File: src/hw/rtl/epcw_pkg.sv
// ----------------------------------------------------------------------------
// epcw_pkg
// Shared types, command codes and helper functions of the e-paper command
// and RAM window writer.
// ----------------------------------------------------------------------------
package epcw_pkg;

  localparam int AXIS_W      = 10;
  localparam int BUSY_W      = 24;
  localparam int CFG_IDX_W   = 3;
  localparam int OUT_TDATA_W = 64;

  // Configuration register indexes
  localparam logic [CFG_IDX_W-1:0] CFG_FULL_REFRESH = 3'd0;
  localparam logic [CFG_IDX_W-1:0] CFG_FAST_REFRESH = 3'd1;
  localparam logic [CFG_IDX_W-1:0] CFG_HALF_REFRESH = 3'd2;
  localparam logic [CFG_IDX_W-1:0] CFG_GRAY_REFRESH = 3'd3;
  localparam logic [CFG_IDX_W-1:0] CFG_POWER_STEP   = 3'd4;

  // Configuration reset values (microseconds)
  localparam logic [BUSY_W-1:0] FULL_REFRESH_RST = 24'd1800000;
  localparam logic [BUSY_W-1:0] FAST_REFRESH_RST = 24'd500000;
  localparam logic [BUSY_W-1:0] HALF_REFRESH_RST = 24'd1800000;
  localparam logic [BUSY_W-1:0] GRAY_REFRESH_RST = 24'd600000;
  localparam logic [BUSY_W-1:0] POWER_STEP_RST   = 24'd20000;

  // Command codes
  localparam logic [7:0] CMD_DRIVER_OUTPUT  = 8'h01;
  localparam logic [7:0] CMD_GATE_VOLTAGE   = 8'h03;
  localparam logic [7:0] CMD_SOURCE_VOLTAGE = 8'h04;
  localparam logic [7:0] CMD_BOOSTER        = 8'h0C;
  localparam logic [7:0] CMD_DEEP_SLEEP     = 8'h10;
  localparam logic [7:0] CMD_DATA_ENTRY     = 8'h11;
  localparam logic [7:0] CMD_SW_RESET       = 8'h12;
  localparam logic [7:0] CMD_TEMP_SENSOR    = 8'h18;
  localparam logic [7:0] CMD_TEMP_WRITE     = 8'h1A;
  localparam logic [7:0] CMD_MASTER_ACT     = 8'h20;
  localparam logic [7:0] CMD_UPDATE_CTRL1   = 8'h21;
  localparam logic [7:0] CMD_UPDATE_CTRL2   = 8'h22;
  localparam logic [7:0] CMD_WRITE_BW       = 8'h24;
  localparam logic [7:0] CMD_WRITE_RED      = 8'h26;
  localparam logic [7:0] CMD_VCOM           = 8'h2C;
  localparam logic [7:0] CMD_WRITE_LUT      = 8'h32;
  localparam logic [7:0] CMD_BORDER         = 8'h3C;
  localparam logic [7:0] CMD_RAM_X_RANGE    = 8'h44;
  localparam logic [7:0] CMD_RAM_Y_RANGE    = 8'h45;
  localparam logic [7:0] CMD_FILL_BW        = 8'h46;
  localparam logic [7:0] CMD_FILL_RED       = 8'h47;
  localparam logic [7:0] CMD_RAM_X_COUNT    = 8'h4E;
  localparam logic [7:0] CMD_RAM_Y_COUNT    = 8'h4F;
  localparam logic [7:0] CMD_AUX_A          = 8'h70;
  localparam logic [7:0] CMD_AUX_B          = 8'h71;
  localparam logic [7:0] CMD_AUX_C          = 8'hA2;

  // Update control codes
  localparam logic [7:0] UPD_FULL      = 8'hF7;
  localparam logic [7:0] UPD_FAST_A    = 8'hFC;
  localparam logic [7:0] UPD_FAST_B    = 8'hC7;
  localparam logic [7:0] UPD_FAST_C    = 8'hFF;
  localparam logic [7:0] UPD_FAST_D    = 8'h1C;
  localparam logic [7:0] UPD_FAST_E    = 8'hDC;
  localparam logic [7:0] UPD_HALF      = 8'hD7;
  localparam logic [7:0] UPD_GRAY      = 8'hCC;
  localparam logic [7:0] UPD_POWER_ON  = 8'hC0;
  localparam logic [7:0] UPD_POWER_OFF = 8'h03;
  localparam int         UPD_DISPLAY_BIT   = 2;
  localparam int         UPD_LUT_CLEAR_BIT = 5;

  localparam logic [2:0] ENTRY_MODE_RST = 3'd3;
  localparam logic [2:0] ARG_COUNT_MAX  = 3'd7;

  typedef enum logic [1:0] {
    MOP_NONE  = 2'd0,
    MOP_WRITE = 2'd1,
    MOP_FILL  = 2'd2
  } mem_op_t;

  typedef enum logic [2:0] {
    RM_NONE  = 3'd0,
    RM_FULL  = 3'd1,
    RM_FAST  = 3'd2,
    RM_HALF  = 3'd3,
    RM_GRAY  = 3'd4,
    RM_OTHER = 3'd5
  } refresh_mode_t;

  typedef struct packed {
    logic [BUSY_W-1:0] full_us;
    logic [BUSY_W-1:0] fast_us;
    logic [BUSY_W-1:0] half_us;
    logic [BUSY_W-1:0] gray_us;
    logic [BUSY_W-1:0] step_us;
  } cfg_t;

  typedef struct packed {
    logic       cmd;
    logic [7:0] value;
  } item_t;

  // Last member sits in the lowest bits
  typedef struct packed {
    logic              gate_reversed;
    logic              sleeping;
    logic              unknown_command;
    logic [BUSY_W-1:0] busy_us;
    logic              busy_start;
    refresh_mode_t     refresh_mode;
    logic [7:0]        data;
    logic [6:0]        column;
    logic [8:0]        row;
    logic              plane;
    mem_op_t           memory_op;
  } result_t;

  localparam int RESULT_W = $bits(result_t);

  function automatic logic known_code(input logic [7:0] b);
    logic k;
    unique case (b)
      CMD_DRIVER_OUTPUT, CMD_GATE_VOLTAGE, CMD_SOURCE_VOLTAGE, CMD_BOOSTER,
      CMD_DEEP_SLEEP, CMD_DATA_ENTRY, CMD_SW_RESET, CMD_TEMP_SENSOR,
      CMD_TEMP_WRITE, CMD_MASTER_ACT, CMD_UPDATE_CTRL1, CMD_UPDATE_CTRL2,
      CMD_WRITE_BW, CMD_WRITE_RED, CMD_VCOM, CMD_WRITE_LUT, CMD_BORDER,
      CMD_RAM_X_RANGE, CMD_RAM_Y_RANGE, CMD_FILL_BW, CMD_FILL_RED,
      CMD_RAM_X_COUNT, CMD_RAM_Y_COUNT, CMD_AUX_A, CMD_AUX_B,
      CMD_AUX_C: k = 1'b1;
      default:   k = 1'b0;
    endcase
    return k;
  endfunction

  // Refresh mode of an update control code; power-only codes give none
  function automatic refresh_mode_t mode_lookup(input logic [7:0] v);
    refresh_mode_t m;
    unique case (v)
      UPD_FULL:                                       m = RM_FULL;
      UPD_FAST_A, UPD_FAST_B, UPD_FAST_C, UPD_FAST_D,
      UPD_FAST_E:                                     m = RM_FAST;
      UPD_HALF:                                       m = RM_HALF;
      UPD_GRAY:                                       m = RM_GRAY;
      UPD_POWER_ON, UPD_POWER_OFF:                    m = RM_NONE;
      default:                                        m = RM_OTHER;
    endcase
    return m;
  endfunction

endpackage

File: src/hw/rtl/epcw_cfg_regs.sv
// ----------------------------------------------------------------------------
// epcw_cfg_regs
// Busy duration registers, written through the configuration channel.
// ----------------------------------------------------------------------------
module epcw_cfg_regs
  import epcw_pkg::*;
(
  input  logic                 clk,
  input  logic                 rst_n,
  input  logic                 cfg_valid,
  output logic                 cfg_ready,
  input  logic [CFG_IDX_W-1:0] cfg_index,
  input  logic [BUSY_W-1:0]    cfg_data,
  output cfg_t                 cfg
);

  cfg_t cfg_r;

  // Always ready; each write is registered
  assign cfg_ready = 1'b1;
  assign cfg       = cfg_r;

  // Update the addressed register; drop writes beyond the list
  always_ff @(posedge clk) begin
    if (!rst_n) begin
      cfg_r.full_us <= FULL_REFRESH_RST;
      cfg_r.fast_us <= FAST_REFRESH_RST;
      cfg_r.half_us <= HALF_REFRESH_RST;
      cfg_r.gray_us <= GRAY_REFRESH_RST;
      cfg_r.step_us <= POWER_STEP_RST;
    end else if (cfg_valid) begin
      unique case (cfg_index)
        CFG_FULL_REFRESH: cfg_r.full_us <= cfg_data;
        CFG_FAST_REFRESH: cfg_r.fast_us <= cfg_data;
        CFG_HALF_REFRESH: cfg_r.half_us <= cfg_data;
        CFG_GRAY_REFRESH: cfg_r.gray_us <= cfg_data;
        CFG_POWER_STEP:   cfg_r.step_us <= cfg_data;
        default: ;
      endcase
    end
  end

endmodule

File: src/hw/rtl/epcw_core.sv
// ----------------------------------------------------------------------------
// epcw_core
// Command decoder, argument gathering, window and address counter state.
// Computes the result of the staged word and updates state when it moves on.
// ----------------------------------------------------------------------------
module epcw_core
  import epcw_pkg::*;
#(
  parameter int PANEL_WIDTH  = 800,
  parameter int PANEL_HEIGHT = 480
) (
  input  logic    clk,
  input  logic    rst_n,
  input  logic    step,
  input  item_t   item,
  input  cfg_t    cfg,
  output result_t result
);

  localparam logic [AXIS_W-1:0] X_END_RST = AXIS_W'(PANEL_WIDTH - 1);
  localparam logic [AXIS_W-1:0] Y_END_RST = AXIS_W'(PANEL_HEIGHT - 1);
  localparam logic [AXIS_W-1:0] X_LIMIT   = AXIS_W'(PANEL_WIDTH);
  localparam logic [AXIS_W-1:0] Y_LIMIT   = AXIS_W'(PANEL_HEIGHT);
  localparam logic [AXIS_W-1:0] X_STEP    = AXIS_W'(8);
  localparam logic [AXIS_W-1:0] Y_STEP    = AXIS_W'(1);

  logic [7:0]        cur_cmd_r,    cur_cmd_nxt;
  logic              cmd_valid_r,  cmd_valid_nxt;
  logic [2:0]        arg_count_r,  arg_count_nxt;
  logic [7:0]        arg0_r,       arg0_nxt;
  logic [7:0]        arg2_r,       arg2_nxt;
  logic [2:0]        entry_mode_r, entry_mode_nxt;
  logic              gate_flip_r,  gate_flip_nxt;
  logic [AXIS_W-1:0] wx_start_r,   wx_start_nxt;
  logic [AXIS_W-1:0] wx_end_r,     wx_end_nxt;
  logic [AXIS_W-1:0] wy_start_r,   wy_start_nxt;
  logic [AXIS_W-1:0] wy_end_r,     wy_end_nxt;
  logic [AXIS_W-1:0] cnt_x_r,      cnt_x_nxt;
  logic [AXIS_W-1:0] cnt_y_r,      cnt_y_nxt;
  logic [7:0]        upd_ctrl_r,   upd_ctrl_nxt;
  logic              lut_custom_r, lut_custom_nxt;
  logic              sleep_r,      sleep_nxt;

  logic [2:0]        arg_count_inc;
  logic [AXIS_W-1:0] pair_lo, pair_hi;
  logic [AXIS_W-1:0] x_step, y_step, adv_x, adv_y;
  logic              x_end, y_end, in_panel;
  refresh_mode_t     lut_mode, act_mode;
  result_t           res;

  // Odd argument bytes are the high halves and are taken straight from the word
  assign pair_lo = {item.value[AXIS_W-9:0], arg0_r};
  assign pair_hi = {item.value[AXIS_W-9:0], arg2_r};
  assign arg_count_inc = (arg_count_r != ARG_COUNT_MAX) ? arg_count_r + 3'd1 : arg_count_r;

  // Address counter advance inside the window, X compared by byte column
  assign x_step   = entry_mode_r[0] ? cnt_x_r + X_STEP : cnt_x_r - X_STEP;
  assign y_step   = entry_mode_r[1] ? cnt_y_r + Y_STEP : cnt_y_r - Y_STEP;
  assign x_end    = cnt_x_r[AXIS_W-1:3] == wx_end_r[AXIS_W-1:3];
  assign y_end    = cnt_y_r == wy_end_r;
  assign in_panel = (cnt_x_r < X_LIMIT) && (cnt_y_r < Y_LIMIT);

  always_comb begin
    adv_x = cnt_x_r;
    adv_y = cnt_y_r;
    if (!entry_mode_r[2]) begin
      if (!x_end) begin
        adv_x = x_step;
      end else begin
        adv_x = wx_start_r;
        adv_y = y_end ? wy_start_r : y_step;
      end
    end else begin
      if (!y_end) begin
        adv_y = y_step;
      end else begin
        adv_y = wy_start_r;
        adv_x = x_end ? wx_start_r : x_step;
      end
    end
  end

  // Refresh mode of a master activation; power-only codes report other
  always_comb begin
    lut_mode = lut_custom_r ? RM_GRAY : mode_lookup(upd_ctrl_r);
    act_mode = (lut_mode == RM_NONE) ? RM_OTHER : lut_mode;
  end

  // Decode the word, build the result and the next state
  always_comb begin
    cur_cmd_nxt    = cur_cmd_r;
    cmd_valid_nxt  = cmd_valid_r;
    arg_count_nxt  = arg_count_r;
    arg0_nxt       = arg0_r;
    arg2_nxt       = arg2_r;
    entry_mode_nxt = entry_mode_r;
    gate_flip_nxt  = gate_flip_r;
    wx_start_nxt   = wx_start_r;
    wx_end_nxt     = wx_end_r;
    wy_start_nxt   = wy_start_r;
    wy_end_nxt     = wy_end_r;
    cnt_x_nxt      = cnt_x_r;
    cnt_y_nxt      = cnt_y_r;
    upd_ctrl_nxt   = upd_ctrl_r;
    lut_custom_nxt = lut_custom_r;
    sleep_nxt      = sleep_r;
    res            = '0;
    res.memory_op    = MOP_NONE;
    res.refresh_mode = RM_NONE;

    if (item.cmd) begin
      cur_cmd_nxt   = item.value;
      cmd_valid_nxt = 1'b1;
      arg_count_nxt = '0;
      priority if (item.value == CMD_SW_RESET) begin
        entry_mode_nxt = ENTRY_MODE_RST;
        gate_flip_nxt  = 1'b0;
        wx_start_nxt   = '0;
        wx_end_nxt     = X_END_RST;
        wy_start_nxt   = '0;
        wy_end_nxt     = Y_END_RST;
        cnt_x_nxt      = '0;
        cnt_y_nxt      = '0;
        upd_ctrl_nxt   = '0;
        lut_custom_nxt = 1'b0;
        sleep_nxt      = 1'b0;
        res.busy_start = 1'b1;
        res.busy_us    = cfg.step_us;
      end else if (item.value == CMD_MASTER_ACT) begin
        res.busy_start = 1'b1;
        if (upd_ctrl_r[UPD_DISPLAY_BIT]) begin
          res.refresh_mode = act_mode;
          unique case (act_mode)
            RM_FAST: res.busy_us = cfg.fast_us;
            RM_HALF: res.busy_us = cfg.half_us;
            RM_GRAY: res.busy_us = cfg.gray_us;
            RM_NONE: res.busy_us = cfg.step_us;
            default: res.busy_us = cfg.full_us;
          endcase
          if (upd_ctrl_r[UPD_LUT_CLEAR_BIT]) begin
            lut_custom_nxt = 1'b0;
          end
        end else begin
          res.busy_us = cfg.step_us;
        end
      end else if (!known_code(item.value)) begin
        res.unknown_command = 1'b1;
      end
    end else begin
      arg_count_nxt = arg_count_inc;
      if (arg_count_r == 3'd0) arg0_nxt = item.value;
      if (arg_count_r == 3'd2) arg2_nxt = item.value;
      if (cmd_valid_r) begin
        unique case (cur_cmd_r)
          CMD_WRITE_BW, CMD_WRITE_RED: begin
            if (in_panel) begin
              res.memory_op = MOP_WRITE;
              res.plane     = cur_cmd_r == CMD_WRITE_RED;
              res.row       = cnt_y_r[8:0];
              res.column    = cnt_x_r[AXIS_W-1:3];
              res.data      = item.value;
            end
            cnt_x_nxt = adv_x;
            cnt_y_nxt = adv_y;
          end
          CMD_DATA_ENTRY: entry_mode_nxt = item.value[2:0];
          CMD_DRIVER_OUTPUT: begin
            if (arg_count_inc == 3'd3) gate_flip_nxt = |(item.value & 8'h05);
          end
          CMD_RAM_X_RANGE: begin
            if (arg_count_inc == 3'd2) wx_start_nxt = pair_lo;
            if (arg_count_inc == 3'd4) wx_end_nxt   = pair_hi;
          end
          CMD_RAM_Y_RANGE: begin
            if (arg_count_inc == 3'd2) wy_start_nxt = pair_lo;
            if (arg_count_inc == 3'd4) wy_end_nxt   = pair_hi;
          end
          CMD_RAM_X_COUNT: begin
            if (arg_count_inc == 3'd2) cnt_x_nxt = pair_lo;
          end
          CMD_RAM_Y_COUNT: begin
            if (arg_count_inc == 3'd2) cnt_y_nxt = pair_lo;
          end
          CMD_UPDATE_CTRL2: upd_ctrl_nxt   = item.value;
          CMD_WRITE_LUT:    lut_custom_nxt = 1'b1;
          CMD_FILL_BW, CMD_FILL_RED: begin
            res.memory_op  = MOP_FILL;
            res.plane      = cur_cmd_r == CMD_FILL_RED;
            res.data       = item.value[7] ? 8'hFF : 8'h00;
            res.busy_start = 1'b1;
            res.busy_us    = cfg.step_us;
          end
          CMD_DEEP_SLEEP: sleep_nxt = |item.value[1:0];
          default: ;
        endcase
      end
    end

    res.sleeping      = sleep_nxt;
    res.gate_reversed = gate_flip_nxt;
  end

  assign result = res;

  // Commit control state when the word moves into the result register
  always_ff @(posedge clk) begin
    if (!rst_n) begin
      cur_cmd_r    <= '0;
      cmd_valid_r  <= 1'b0;
      arg_count_r  <= '0;
      entry_mode_r <= ENTRY_MODE_RST;
      gate_flip_r  <= 1'b0;
      wx_start_r   <= '0;
      wx_end_r     <= X_END_RST;
      wy_start_r   <= '0;
      wy_end_r     <= Y_END_RST;
      cnt_x_r      <= '0;
      cnt_y_r      <= '0;
      upd_ctrl_r   <= '0;
      lut_custom_r <= 1'b0;
      sleep_r      <= 1'b0;
    end else if (step) begin
      cur_cmd_r    <= cur_cmd_nxt;
      cmd_valid_r  <= cmd_valid_nxt;
      arg_count_r  <= arg_count_nxt;
      entry_mode_r <= entry_mode_nxt;
      gate_flip_r  <= gate_flip_nxt;
      wx_start_r   <= wx_start_nxt;
      wx_end_r     <= wx_end_nxt;
      wy_start_r   <= wy_start_nxt;
      wy_end_r     <= wy_end_nxt;
      cnt_x_r      <= cnt_x_nxt;
      cnt_y_r      <= cnt_y_nxt;
      upd_ctrl_r   <= upd_ctrl_nxt;
      lut_custom_r <= lut_custom_nxt;
      sleep_r      <= sleep_nxt;
    end
  end

  // Argument bytes are always written before they are read
  always_ff @(posedge clk) begin
    if (step) begin
      arg0_r <= arg0_nxt;
      arg2_r <= arg2_nxt;
    end
  end

endmodule

File: src/hw/rtl/epaper_command_ram_window_writer.sv
// The result register is loaded from the core when it is free or being emptied.
// Throughput: one word per cycle while out_tready is high; the input register
// and the result register each hold one word, so one word is taken while a
// result waits to be taken. The rate is set by the single decode and counter
// step between the two. Reset (rst_n low, synchronous) empties both registers,
// restores the window, counter and flags and loads the default busy durations.
// ----------------------------------------------------------------------------
// epaper_command_ram_window_writer
// Top level: input register, command and window core, result register and
// the configuration register file.
// ----------------------------------------------------------------------------
module epaper_command_ram_window_writer
  import epcw_pkg::*;
#(
  parameter int PANEL_WIDTH  = 800,
  parameter int PANEL_HEIGHT = 480
) (
  input  logic                   clk,
  input  logic                   rst_n,
  input  logic                   in_tvalid,
  output logic                   in_tready,
  input  logic [7:0]             in_tdata,   // value
  input  logic [0:0]             in_tuser,   // cmd
  output logic                   out_tvalid,
  input  logic                   out_tready,
  // memory_op[1:0], plane[2], row[11:3], column[18:12], data[26:19],
  // refresh_mode[29:27], busy_start[30], busy_us[54:31],
  // unknown_command[55], sleeping[56], gate_reversed[57], zeros above
  output logic [OUT_TDATA_W-1:0] out_tdata,
  input  logic                   cfg_valid,
  output logic                   cfg_ready,
  input  logic [CFG_IDX_W-1:0]   cfg_index,
  input  logic [BUSY_W-1:0]      cfg_data
);

  logic    in_valid_r;
  item_t   item_r;
  logic    out_valid_r;
  result_t out_result_r;
  result_t core_result;
  cfg_t    cfg;
  logic    advance;

  // Move the staged word on when the result register is free or being emptied
  assign advance   = in_valid_r && (!out_valid_r || out_tready);
  assign in_tready = !in_valid_r || advance;

  epcw_cfg_regs u_cfg_regs (
    .clk       (clk),
    .rst_n     (rst_n),
    .cfg_valid (cfg_valid),
    .cfg_ready (cfg_ready),
    .cfg_index (cfg_index),
    .cfg_data  (cfg_data),
    .cfg       (cfg)
  );

  epcw_core #(
    .PANEL_WIDTH  (PANEL_WIDTH),
    .PANEL_HEIGHT (PANEL_HEIGHT)
  ) u_core (
    .clk    (clk),
    .rst_n  (rst_n),
    .step   (advance),
    .item   (item_r),
    .cfg    (cfg),
    .result (core_result)
  );

  // Input register
  always_ff @(posedge clk) begin
    if (!rst_n) begin
      in_valid_r <= 1'b0;
    end else if (in_tready) begin
      in_valid_r <= in_tvalid;
    end
  end

  always_ff @(posedge clk) begin
    if (in_tvalid && in_tready) begin
      item_r.cmd   <= in_tuser[0];
      item_r.value <= in_tdata;
    end
  end

  // Result register: load on advance, drop once taken
  always_ff @(posedge clk) begin
    if (!rst_n) begin
      out_valid_r <= 1'b0;
    end else if (advance) begin
      out_valid_r <= 1'b1;
    end else if (out_tready) begin
      out_valid_r <= 1'b0;
    end
  end

  always_ff @(posedge clk) begin
    if (advance) begin
      out_result_r <= core_result;
    end
  end

  assign out_tvalid = out_valid_r;
  assign out_tdata  = {{(OUT_TDATA_W - RESULT_W){1'b0}}, out_result_r};

`ifndef ASSERT_OFF
  a_fill_form: assert property (@(posedge clk) disable iff (!rst_n)
    out_valid_r && out_result_r.memory_op == MOP_FILL |->
      out_result_r.busy_start && out_result_r.row == '0 && out_result_r.column == '0)
    else $error("plane fill without busy start or with a non-zero address");

  a_unknown_quiet: assert property (@(posedge clk) disable iff (!rst_n)
    out_valid_r && out_result_r.unknown_command |->
      out_result_r.memory_op == MOP_NONE && !out_result_r.busy_start)
    else $error("unknown command word carries a memory or busy action");

  a_refresh_busy: assert property (@(posedge clk) disable iff (!rst_n)
    out_valid_r && out_result_r.refresh_mode != RM_NONE |-> out_result_r.busy_start)
    else $error("refresh mode reported without a busy period");

  a_ready_when_empty: assert property (@(posedge clk) disable iff (!rst_n)
    !out_valid_r |-> in_tready)
    else $error("input stalled while the result register is empty");

  a_advance_loads: assert property (@(posedge clk) disable iff (!rst_n)
    advance |=> out_valid_r)
    else $error("staged word lost on its way to the result register");
`endif

endmodule

File: config.mk
export PLATFORM = sky130hd
export DESIGN_NAME = epaper_command_ram_window_writer
export DESIGN_NICKNAME = d
export VERILOG_FILES = /design/src/hw/rtl/epcw_pkg.sv /design/src/hw/rtl/epcw_cfg_regs.sv /design/src/hw/rtl/epcw_core.sv /design/src/hw/rtl/epaper_command_ram_window_writer.sv
export SDC_FILE = /design/constraint.sdc
export NUM_CORES = 1
export LEC_CHECK = 0
export BUFFER_PORTS_ARGS = -buffer_cell sky130_fd_sc_hd__buf_4
export CAP_MARGIN = 20
export CORE_UTILIZATION = 54
export DETAILED_ROUTE_END_ITERATION = 8
export GPL_TIMING_DRIVEN = 0
export HOLD_SLACK_MARGIN = 0.03
export PLACE_DENSITY = 0.88
export SKIP_CTS_REPAIR_TIMING = 1
export SYNTH_ARGS = -nofsm -noshare
export SYNTH_HDL_FRONTEND = slang
export SYNTH_HIERARCHICAL = 1
export SYNTH_SLANG_ARGS = --single-unit
File: constraint.sdc
create_clock -name clk -period 4.35 [get_ports clk]
set_clock_uncertainty 0.05 [all_clocks]
set_input_delay 0.435 -clock clk [delete_from_list [all_inputs] [get_ports clk]]
set_output_delay 0.435 -clock clk [all_outputs]
set_load 0.05 [all_outputs]
# After elaboration in Yosys (flattened, before gate mapping)
# Cells that the tools add are included.
# classes
add_sub_neg	5
n_mul	0
div	0
order_cmp	2
eq_ne	71
shift	0
n_mux	79
bitwise	6
reduce_logical	50
# op_table
operator	count
10-bit two-way mux	29
8-bit by 7-bit == test with 1-bit output (second input constant)	14
25-bit two-way mux	4
8-bit by 6-bit == test with 1-bit output (second input constant)	12
24-bit one-hot mux with 4 select lines	1
8-bit == test (second input constant)	9
8-bit by 5-bit == test with 1-bit output (second input constant)	8
8-bit two-way mux	5
10-bit one-hot mux with 2 select lines	2
28-bit two-way mux	1
27-bit two-way mux	1
3-bit two-way mux	9
26-bit OR reduction	1
24-bit two-way mux	1
1-bit two-way mux	23
3-bit by 2-bit == test with 1-bit output (second input constant)	7
5-bit AND reduction	4
6-bit AND reduction	3
2-bit nonzero test	9
8-bit by 1-bit == test with 1-bit output (second input constant)	2
8-bit by 2-bit == test with 1-bit output (second input constant)	2
8-bit one-hot mux with 2 select lines	1
3-bit one-hot mux with 5 select lines	1
3-bit zero test	4
32 further kinds	60
# totals
reg_bits	291
latch_bits	0
ram_bits	0
rom_bits	0
out_inout_bits	67
wordCells	249
n_memories	0

# Depth between registers and ports, before layout
# logic_depth
word_depth	12
mapped_depth	10

# Cells and area by module
# Netlist, hierarchy kept.
# modules_own_cells
mod	n_inst	cells_each	area_per_inst_um2
epcw_core	1	831	6796.5
epcw_cfg_regs	1	441	4628.2
epaper_command_ram_window_writer	1	83	2164.6

# Worst setup path after synthesis
# No wires, ideal clock.
# synth_path
path_kind	flip-flop to flip-flop
startpoint	register out_valid_r, in the netlist out_tvalid
endpoint	register u_core.arg2_r[0], enable pin
arrival_time_ns	4.537
required_ns	3.915
setup_slack_ns	-0.623
path_stages_with_launch	6
n_path_buf	1
cell_sequence	dfxtp_1 > nor2b_4 > nor2b_1 > clkbuf_1 > nand2b_1 > nor3b_1
# synth_via
elab_chain_cells	4
# synth_lines
item	line_no	rtl
start, declared	epaper_command_ram_window_writer.sv:38	logic out_valid_r;
start signal, assigned	epaper_command_ram_window_writer.sv:89	out_valid_r <= 1'b0;
start signal, assigned	epaper_command_ram_window_writer.sv:91	out_valid_r <= 1'b1;
start signal, assigned	epaper_command_ram_window_writer.sv:93	out_valid_r <= 1'b0;
1-bit zero test	epaper_command_ram_window_writer.sv:45	assign advance = in_valid_r && (!out_valid_r || out_tready);
1-bit logical OR	epaper_command_ram_window_writer.sv:45	
1-bit logical AND	epaper_command_ram_window_writer.sv:45	
via advance	epaper_command_ram_window_writer.sv:42	logic advance;
3-bit AND reduction (no source line)	--	
end signal, assigned	epcw_core.sv:244	arg2_r <= arg2_nxt;
end, declared	epcw_core.sv:31	logic [7:0] arg2_r, arg2_nxt;
# The timed path passes the listed nets, and every way through them passes these cells.
# A chain may end at the register's enable or synchronous reset.

==> results_dict.tcl <==
set metrics [dict create \
    outcome "finished, final reports clean" \
    final_nets 1563 \
    drive_above_1_share 0.141 \
    start_kind "flip-flop" \
    io_pins 108 \
    dr.pass1.iters 6 \
    synthDominantCellAreaShare 0.293 \
    vias 11200 \
    critPathMaxFanout 10 \
    hp-start "cfg_data[16]" \
    reg2reg_from "item_r[4]" \
    crit_path_max_incr_delay_ps 620 \
    drv_slew 0 \
    drt_iter0_markers 1235 \
    cts_buffers 30 \
    p_int_w 0.00446 \
    cts-root-buf "clkbuf_16" \
    die_x_um 161 \
    setup_tns_ps 0 \
    ys_types 83 \
    synthCells 1355 \
    n_antenna_cell 0 \
    p_sw_w 0.00138 \
    clock_sinks 282 \
    crit_chain "buf_2 > nor3_1 > nor4bb_1 > nor2_1 > o21ai_1 > clkbuf_1 > o311ai_0 > o21ai_0" \
    start_util 0.554 \
    synthTopCellsByCount "199 x dfxtp_1, 184 x mux2i_1, 162 x nand2_1" \
    synth_area_mm2 0.0136 \
    routabilityCongestion 0.975 \
    die_h_um 161 \
    pwr-share-clk 0.444 \
    hold_path.class "input port to flip-flop" \
    ys_top_cells_by_area "dfxtp_1 29%, edfxtp_1 18%, mux2i_1 14%, nand2_1 4.5%, nor2b_1 4.4%" \
    vias_per_cell 6.04 \
    clockBufferDepth 3 \
    power_density_mw_per_mm2 367 \
    seq_area_frac_synth 0.477 \
    syn_to_final_growth_pct 17.1 \
    crit_path_end_kind "flip-flop" \
    leakagePower_nw 6.40 \
    grt-ovfl-total 0 \
    synth_edf_count 83 \
    synth_area_per_cell_um2 10.0 \
    finalCriticalPeriod_ps 3640 \
    core-area_mm2 0.0245 \
    total_power_w 0.00584 \
    cp_slowest_cell "o21ai_1" \
    fmaxAchievable_ghz 0.274 \
    antenna_found_initial 0 \
    tightest_slew_ps 969 \
    crit_start "item_r[4]" \
    rows 57 \
    final-hold-violation-count 0 \
    dp_slack_ps 767 \
    period_share 0.838 \
    grt.total_usage 0.285 \
    worstPathArrival_ps 3880 \
    clk_latency_ps 550 \
    yosysMostFrequentCell "dfxtp_1" \
    required_ps 4590 \
    wirelength_um 37200 \
    hold_slack_ps 109 \
    first_global_vias 11100 \
    synth_top_flop_cell "dfxtp_1" \
    wl_per_cell_um 20.1 \
    drc 0 \
    max_slew_margin 0.353 \
    setup-violations-final 0 \
    grt_max_degree 32 \
    grt_pass1_wl_um 58000 \
    fin_ws_ps 706 \
    dp_hpwl_um 25100 \
    die_area_mm2 0.0258 \
    ir_worst_vdd_uv 348 \
    ant_nets 0 \
    path_clk_slew_ps 60 \
    swShare 0.237 \
    synth_seq_cells 282 \
    yosysTopAreaCell "dfxtp_1" \
    portBuffers 100 \
    path_class "flip-flop to flip-flop" \
    sequentialPowerShare 0.480 \
    cts_tree "done" \
    ys_warn_count 6 \
    maxCapViolCount 0 \
    h-tree-depth 1 \
    async_reset_ff_frac 0 \
    pwr-share-comb 0.076 \
    rsz0062_at_grt "false" \
]
-- through the flow --
stage | instance area, um^2 | util | std cells
floorplan | 13600 | - | 1360
finish | 15900 | 0.649 | 1852
CTS | 15800 | 0.645 | 1841
global placement | 14800 | 0.602 | 1784
global route | 15900 | 0.649 | 1852
detailed placement | 14800 | 0.603 | 1785
-- cell usage in the layout (no fill, tap or decap), drive strengths merged, types with 7 or more instances in the layout --
cell / instances
a21boi: 22
a21oi: 38
a22o: 30
a31oi: 7
a32o: 9
and3: 20
buf: 143
clkbuf: 98
conb: 7
dfxtp: 199
dlygate4sd3: 9
edfxtp: 83
ha: 16
inv: 25
mux2i: 184
nand2: 162
nand2b: 11
nand3b: 10
nor2: 101
nor2b: 96
nor3: 16
nor3b: 14
nor4: 7
o21ai: 58
o311ai: 26
o31ai: 8
or2: 7
xnor2: 17
xor2: 7
-- worst paths after layout --
path / to / slack, ps / cells past startpoint
worst min register to register: u_cfg_regs/cfg[103] / 410 / 2
worst max register to register: out_tdata[53] / 710 / 8
worst min-delay path: u_cfg_regs/cfg[16] / 110 / 3
worst max-delay path: out_tdata[53] / 710 / 8
-- power by group through the flow --
| stage | sequential [W] | combinational, W | clock, W |
|---|---|---|---|
| 6_report | 0.00280 | 0.000444 | 0.00259 |
| 5_1_grt | 0.00281 | 0.000466 | 0.00272 |
| 4_1_cts | 0.00280 | 0.000429 | 0.00260 |
| 3_5_place_dp | 0.00286 | 0.000426 | 0 |
| 3_3_place_gp | 0.00286 | 0.000414 | 0 |
| 2_1_floorplan | 0.00292 | 0.000203 | 0 |
-- sequential cells by signal (all words and copies together), names as in the netlist, 3 cells and up --
signal               count
u_core/entry_mode_r      3
u_cfg_regs/cfg         120
u_core/arg_count_r       3
u_core/arg2_r            8
u_core/wy_end_r         10
u_core/cur_cmd_r         8
u_core/cnt_x_r           7
u_core/cnt_y_r          10
item_r                   9
out_tdata               58
u_core/upd_ctrl_r        8
u_core/arg0_r            8
u_core/wx_start_r        7
u_core/wy_start_r       10
u_core/wx_end_r          7
-- area by class of cell --
class	count	area, um^2
Clock inverter	10	86.3
Clock buffer	46	935
Tap cell	324	405
Buffer	92	458
Multi-Input combinational cell	963	6600
Fill cell	1834	8620
Sequential cell	282	6480
Inverter	23	86.3
Timing Repair Buffer	112	871
-- kinds of logic (layout without fill, tap and decap cells) --
logic type,Yosys count,after routing,share of synthesized area
adder cells (fa/ha/maj),18,18,0.0177
multiplexers,185,185,0.136
flip-flops,282,282,0.477
buffers and inverters,115,283,0.0401
XOR/XNOR,24,24,0.0155
other,2,7,0.000553
AND/OR/NAND/NOR,493,493,0.192
AO/OA/AOI/OAI,236,236,0.121
-- routing by layer --
| layer | share of wire | track usage | wire length, um |
|---|---|---|---|
| met5 | 0 | 0 | 0 |
| met1 | 0.40 | 0.369 | 15000 |
| met2 | 0.47 | 0.465 | 17400 |
| met3 | 0.088 | 0.0434 | 3290 |
| met4 | 0.041 | 0.140 | 1530 |
-- critical path: cells and delay by family (launching register included) --
family / cells / cell delay, ps
simple gates: 3 / 1020
flops: 1 / 430
buf+inv: 2 / 780
compound gates: 3 / 1100
Power figures use the tool's default switching activity.
